### src/hdl/mfap_ram.sv
// generic single write port, single read port ram with registered read
`timescale 1ns / 1ps
module mfap_ram #(
  parameter int WIDTH = 8,
  parameter int DEPTH = 16
) (
  input  logic                     clk,
  input  logic                     we,
  input  logic [$clog2(DEPTH)-1:0] waddr,
  input  logic [WIDTH-1:0]         wdata,
  input  logic                     re,
  input  logic [$clog2(DEPTH)-1:0] raddr,
  output logic [WIDTH-1:0]         rdata
);
  logic [WIDTH-1:0] mem [DEPTH];
  logic [WIDTH-1:0] rdata_r;

  always_ff @(posedge clk) begin
    if (we) begin
      mem[waddr] <= wdata;
    end
    if (re) begin
      rdata_r <= mem[raddr];
    end
  end

  assign rdata = rdata_r;
endmodule

### config.mk
export PLATFORM = sky130hd
export DESIGN_NAME = mfap_ram
export DESIGN_NICKNAME = d
export VERILOG_FILES = /design/src/hdl/mfap_ram.sv
export SDC_FILE = /design/constraint.sdc
export NUM_CORES = 1
export LEC_CHECK = 0
export BUFFER_PORTS_ARGS = -buffer_cell sky130_fd_sc_hd__buf_4
export CAP_MARGIN = 25
export CORE_MARGIN = 2
export CORE_UTILIZATION = 28
export CTS_CLUSTER_DIAMETER = 120
export DETAILED_ROUTE_END_ITERATION = 12
export PLACE_DENSITY = 0.53
export SETUP_SLACK_MARGIN = 0.05
export SYNTH_ARGS = -nofsm -noshare
export SYNTH_HDL_FRONTEND = slang
export SYNTH_SLANG_ARGS = --single-unit
### constraint.sdc
create_clock -name clk -period 2.1 [get_ports clk]
set_input_delay 0.63 -clock clk [delete_from_list [all_inputs] [get_ports clk]]
set_output_delay 0.63 -clock clk [all_outputs]
set_load 0.05 [all_outputs]
==> key figures, run 1 <==
Worst setup path
  • Critical-path maximum fanout: 11
  • Critical Path RT: 2.23 ns
  • Largest stage delay, worst path: a little under 0.6 ns
  • R2r setup slk: 0.53 ns
  • CP Launch Point: raddr[0]
  • CP startpoint kind: input pin
  • Crit Path Class: in -> reg
  • Critical path endpoint category: register
  • Critical Path, Cell by Cell: buf_4 -> buf_12 -> mux4_1 -> a22oi_1 -> nand2_1
  • Reg2reg end: rdata[4]$_DFFE_PP_
  • Critical path's slowest cell: mux4_1
  • Delay-heaviest family, CP: multiplexers
  • Reg2Reg Depth: 3
  • CP Buf/Inv Count: 2
  • Worst EP arrival: a little under 2 ns
  • Worst R2R Start: mem[9][4]$_DFFE_PP_

Drt
  • # DRC: 0
  • Detail Route Antenna Nets: 0
  • DR iter-0 viols: roughly 250
  • Detailed Route WL: approximately 12000 um
  • Via count: 2498
  • WL/cell: between 20 and 25 um
  • Vias per cell: 4.72
  • First-pass iteration count of the detailed router: 4

STA
  • Final min period: about 1.8 ns
  • Fin Clk Skew: approximately 0.0098 ns
  • Slew @ Worst Pin: approximately 0.8 ns
  • Hold Vio Cnt, Final: 0
  • Max transition margin: 46.7%
  • Max-slew violations: 0
  • Final setup violation count: 0
  • Final Cycle Share: between 80 and 90%
  • Hold WS: roughly 0.52 ns
  • Unrepaired setup endpoints after global routing: no
  • Final worst slack: 0.285 ns
  • Highest Clock Rate: about 550 MHz

Run
  • Max-Cap Viols: 0

Synth
  • Synthesis Warnings: 0
  • Syn Nets: 248
  • Number of enable flip-flop cells after synthesis: ~140
  • Most used DFF post-synth: edfxtp_1
  • Synth unique cells: 18
  • Post-synthesis async set-or-reset flop share: 0%
  • Leading area contributor after synthesis: edfxtp_1
  • Seq/Total Area, Yosys: between 70% and 80%
  • Syn_area_per_cell: 22.8 um^2
  • Top post-synthesis cells by count: edfxtp_1, mux4_2, a22oi_1
  • Cell Area, Synth: roughly 0.0052 mm^2
  • Synth area leaders: edfxtp_1, mux4_2, mux4_1
  • Synth Register Bits: about 140
  • Top cell type's share of synthesized area: slightly below 80%
  • Count leader, synth: edfxtp_1
  • Syn Inst Count: between 200 and 250

Final layout
  • # nets final: slightly above 300
  • Area Overhead vs Synth: 23.6%
  • Area of the multi-input gates: about 0.0011 mm^2
  • Final core utilization: 35.6%
  • Register area: slightly above 0.004 mm^2
  • Share of cells above drive strength 1: between 30% and 40%
  • Design area: roughly 0.0065 mm^2
  • Inserted Diodes: 0
  • Fill cells: between 1.5k and 2k

Clocking
  • Post-CTS setup buffers: 0
  • H-tree depth: 4
  • Max Buffers Root-to-Sink: 2
  • CTS tree: done
  • Resized Gates After CTS: 0
  • CTS buffer count: 17
  • Clk_lat worst skew: slightly above 0.4 ns
  • CTS Root Cell: clkbuf_16
  • CTS clk-pin slew, worst paths: approximately 0.060 ns
  • Hold Buf Count CTS: 0
  • Sink Count: roughly 140

Global routing
  • First-pass GRT wire length: around 17000 um
  • Largest net degree at the start of global routing: 22
  • Vias in the first global route: 2631
  • GRT Overall Usage: between 10% and 20%
  • GRT overflow: 0
  • Initial antenna violation count: 0

Pwr
  • Worst-case vdd ir drop: 0.587 mV
  • Pwr Total: roughly 6.5 mW
  • Pwr/cell area: about 1000 mW/mm^2
  • Lkg Pwr: between 2 and 2.5 nW

Min path
  • Hold Path Class: in -> reg
  • Hold-critical path endpoint: mem[9][7]$_DFFE_PP_
  • Hold Startpoint: wdata[7]
  • WHS Path Cells: 1

Floorplan
  • Core Footprint: between 0.015 and 0.02 mm^2
  • Die width: between 100 and 150 um
  • I/O pins: 27
  • # rows: between 40 and 50
  • Full die area: around 0.020 mm^2
  • Die height: approximately 140 um
  • Starting Density: between 20 and 30%

Placement
  • Dpl hpwl: 7280 um
  • RePlAce Congestion: 0.691
  • # port buffers: 26
  • Placed cell area: between 0.005 and 0.006 mm^2
  • Post-Place Worst Slack: -0.183 ns

Run status
  • Status: completed
-- stage by stage --
step           std cells  TNS (ns)
3_5_place_dp         497    -0.500
2_1_floorplan        229         0
5_1_grt              529         0
6_report             529         0
3_3_place_gp         497    -0.451
4_1_cts              529         0
-- how the worst max path moves through the flow --
stage / endpoint / slack (ns) / cells past startpoint
finish: rdata[4]$_DFFE_PP_ / 0.28 / 5
detailed placement: rdata[4]$_DFFE_PP_ / -0.18 / 5
floorplan: rdata[1]$_DFFE_PP_ / 0.19 / 5
global placement: rdata[4]$_DFFE_PP_ / -0.18 / 5
CTS: rdata[4]$_DFFE_PP_ / 0.26 / 5
global route: rdata[4]$_DFFE_PP_ / 0.25 / 5
-- routing by layer --
layer,wire [um],track usage [%],up-vias
met2,5500,19.5,83
met4,122,4.11,0
met3,781,3.94,12
li1,-,-,1098
met1,5120,17.1,1305
met5,0,0,-
-- flip-flops by register name, indices dropped and copies added, names as in the netlist --
register	flops
rdata	8
mem	128
-- cell type report --
| class | instances | share of cell area, % |
|---|---|---|
| Clock buffer | 17 | 6.59 |
| Multi-Input combinational cell | 83 | 16.4 |
| Tap cell | 229 | 4.44 |
| Sequential cell | 136 | 63.2 |
| Timing Repair Buffer | 49 | 6.47 |
| Clock inverter | 15 | 2.85 |
-- worst reg2reg max path: stages, from the launching register on --
cell and delay [ns]:
edfxtp_1 0.34, mux4_1 0.52, a22oi_1 0.26, nand2_1 0.16
-- cell usage in the layout, fill, tap and decap left out, types with 2 or more instances in the layout --
master / n
mux4_2: 18
bufinv_16: 4
edfxtp_1: 136
nand2_1: 9
clkinv_1: 3
buf_12: 4
clkinvlp_4: 2
a22oi_1: 16
clkinv_4: 2
clkbuf_16: 17
nand2b_1: 2
buf_4: 45
nor2_1: 13
nand3b_1: 2
nor3_1: 3
mux4_1: 14
clkinv_2: 4
-- logic make-up (layout without fill, tap and decap cells) --
family	after synthesis	after routing	synth area share, %
flops	136	136	78.1
simple gates	35	35	3.14
mux	32	32	14.8
compound gates	16	16	2.30
buf+inv	10	81	1.65
-- where the power goes --
group / switching (mW) / internal, mW
registers: 0.0156 / 3.06
logic: 0.215 / 0.148
clock network: 1.06 / 1.96
No activity file was read; power rests on OpenSTA's default activity.
==> inputs of run 2 (changes only) <==
- CTS_BUF_LIST: not set -> sky130_fd_sc_hd__clkbuf_8
==> key figures, run 2 (synthesized netlist as in run 1, its figures left out) <==
Floorplan
  • Die width: roughly 140 um
  • Core Footprint: between 0.015 and 0.02 mm^2
  • Full die area: 0.0198 mm^2
  • Die height: about 140 um
  • # rows: 49
  • Starting Density: 28.8%
  • I/O pins: 27

Worst setup path
  • Worst Setup EP: rdata[4]$_DFFE_PP_
  • Critical path endpoint category: register
  • Reg2reg end: rdata[4]$_DFFE_PP_
  • Reg2Reg Depth: 3
  • Crit Path Class: in -> reg
  • R2r setup slk: about 0.53 ns
  • Worst EP arrival: 1.95 ns
  • CP Launch Point: raddr[0]
  • Worst R2R Start: mem[9][4]$_DFFE_PP_
  • Critical Path RT: 2.25 ns
  • Critical-path maximum fanout: 11
  • CP startpoint kind: input pin

Pwr
  • Lkg Pwr: slightly above 2 nW
  • Pwr/cell area: between 900 and 1000 mW/mm^2
  • Pwr Total: between 5 and 6 mW
  • Worst-case vdd ir drop: roughly 0.34 mV

Global routing
  • GRT Overall Usage: approximately 13%
  • Largest net degree at the start of global routing: 22
  • GRT overflow: 0
  • Vias in the first global route: around 2.6k
  • Initial antenna violation count: 0
  • First-pass GRT wire length: between 15000 and 20000 um

Final layout
  • Fill cells: roughly 1.7k
  • Most frequent cells in the layout: edfxtp_1, buf_4, mux4_2
  • Most flops, register: mem
  • Max FFs per register: around 130
  • Share of cells above drive strength 1: about a third
  • Area Overhead vs Synth: 19.9%
  • # nets final: 306
  • Final core utilization: around 35%
  • Fin cells: 529
  • Most common cell after layout, fill and taps aside: edfxtp_1
  • Inserted Diodes: 0

Drt
  • Met3 wire len: between 800 and 900 um
  • # DRC: 0
  • Detail Route Antenna Nets: 0
  • Detailed Route WL: 11400 um
  • Vias per cell: about 4.6
  • Via count: roughly 2.5k
  • WL met2: between 5000 and 6000 um
  • DR iter-0 viols: ~200
  • WL/cell: approximately 22 um
  • DRT met1 WL: about 5000 um
  • First-pass iteration count of the detailed router: 4
  • Top sig layer: met4

Placement
  • RePlAce Congestion: slightly below 0.7
  • Dpl hpwl: around 7300 um
  • # port buffers: 26
  • Placed instance count: 497

STA
  • Max transition margin: between 40% and 50%
  • Fin Clk Skew: ~0.0084 ns
  • Highest Clock Rate: approximately 560 MHz
  • Final min period: approximately 1.8 ns
  • Final setup violation count: 0
  • Sum of negative setup slack: 0 ns
  • Hold Vio Cnt, Final: 0
  • Slew @ Worst Pin: between 0.7 and 0.8 ns
  • Max-slew violations: 0
  • Final Cycle Share: between 80% and 90%
  • Unrepaired setup endpoints after global routing: no

Clocking
  • Sink Count: around 140
  • Clk_lat worst skew: 0.43 ns
  • CTS clk-pin slew, worst paths: approximately 0.08 ns
  • Hold Buf Count CTS: 0
  • Resized Gates After CTS: 0
  • CTS buffer count: 17
  • Max Buffers Root-to-Sink: 2
  • CTS tree: done
  • CTS Root Cell: clkbuf_8
  • H-tree depth: 4
  • Post-CTS setup buffers: 0

Run status
  • Status: completed

Run
  • Max-Cap Viols: 0

Min path
  • Hold Path Class: in -> reg
run 2: layout make-up:
class                   count  area (um^2)  share of cell area, %
clock buffers              17          234                   3.73
multi-input cells          83         1060                   16.9
flip-flops and latches    136         4080                   65.1
clock inverters            15          184                   2.93
repair buffers             49          418                   6.67
well taps                 229          287                   4.57
run 2: layer usage:
| metal | vias to the layer above | global-route usage (%) |
|---|---|---|
| met5 | - | 0 |
| met4 | 0 | 4.16 |
| met3 | 6 | 3.91 |
| met2 | 89 | 19.2 |
| met1 | 1269 | 17.1 |
| li1 | 1094 | - |
run 2: stage by stage:
stage                     hold slack (ns)  setup slack, ns  instance area, um^2
after global placement              0.731           -0.175                 5850
after detailed placement            0.745           -0.183                 5850
final                               0.504            0.299                 6270
after global routing                0.481            0.268                 6270
after floorplan                     0.705            0.188                 5230
after CTS                           0.471            0.296                 6270
run 2: how the worst min path moves through the flow:
stage | startpoint | end | slack, ns | cells past startpoint
final | wdata[2] | mem[0][2]$_DFFE_PP_ | 0.50 | 1
after global routing | wdata[7] | mem[1][7]$_DFFE_PP_ | 0.48 | 1
after CTS | wdata[2] | mem[0][2]$_DFFE_PP_ | 0.47 | 1
after detailed placement | mem[12][5]$_DFFE_PP_ | rdata[5]$_DFFE_PP_ | 0.75 | 3
after global placement | mem[11][3]$_DFFE_PP_ | rdata[3]$_DFFE_PP_ | 0.73 | 3
after floorplan | mem[7][0]$_DFFE_PP_ | rdata[0]$_DFFE_PP_ | 0.70 | 3
run 2: critical path, cell delays in order:
cell and delay, ns:
buf_4 0.15, buf_12 0.17, mux4_1 0.58, a22oi_1 0.26, nand2_1 0.16
run 2: where the power goes:
part	internal, mW	switching [mW]
registers	3.05	0.0157
clock network	1.27	0.964
logic	0.148	0.215
total	4.48	1.19
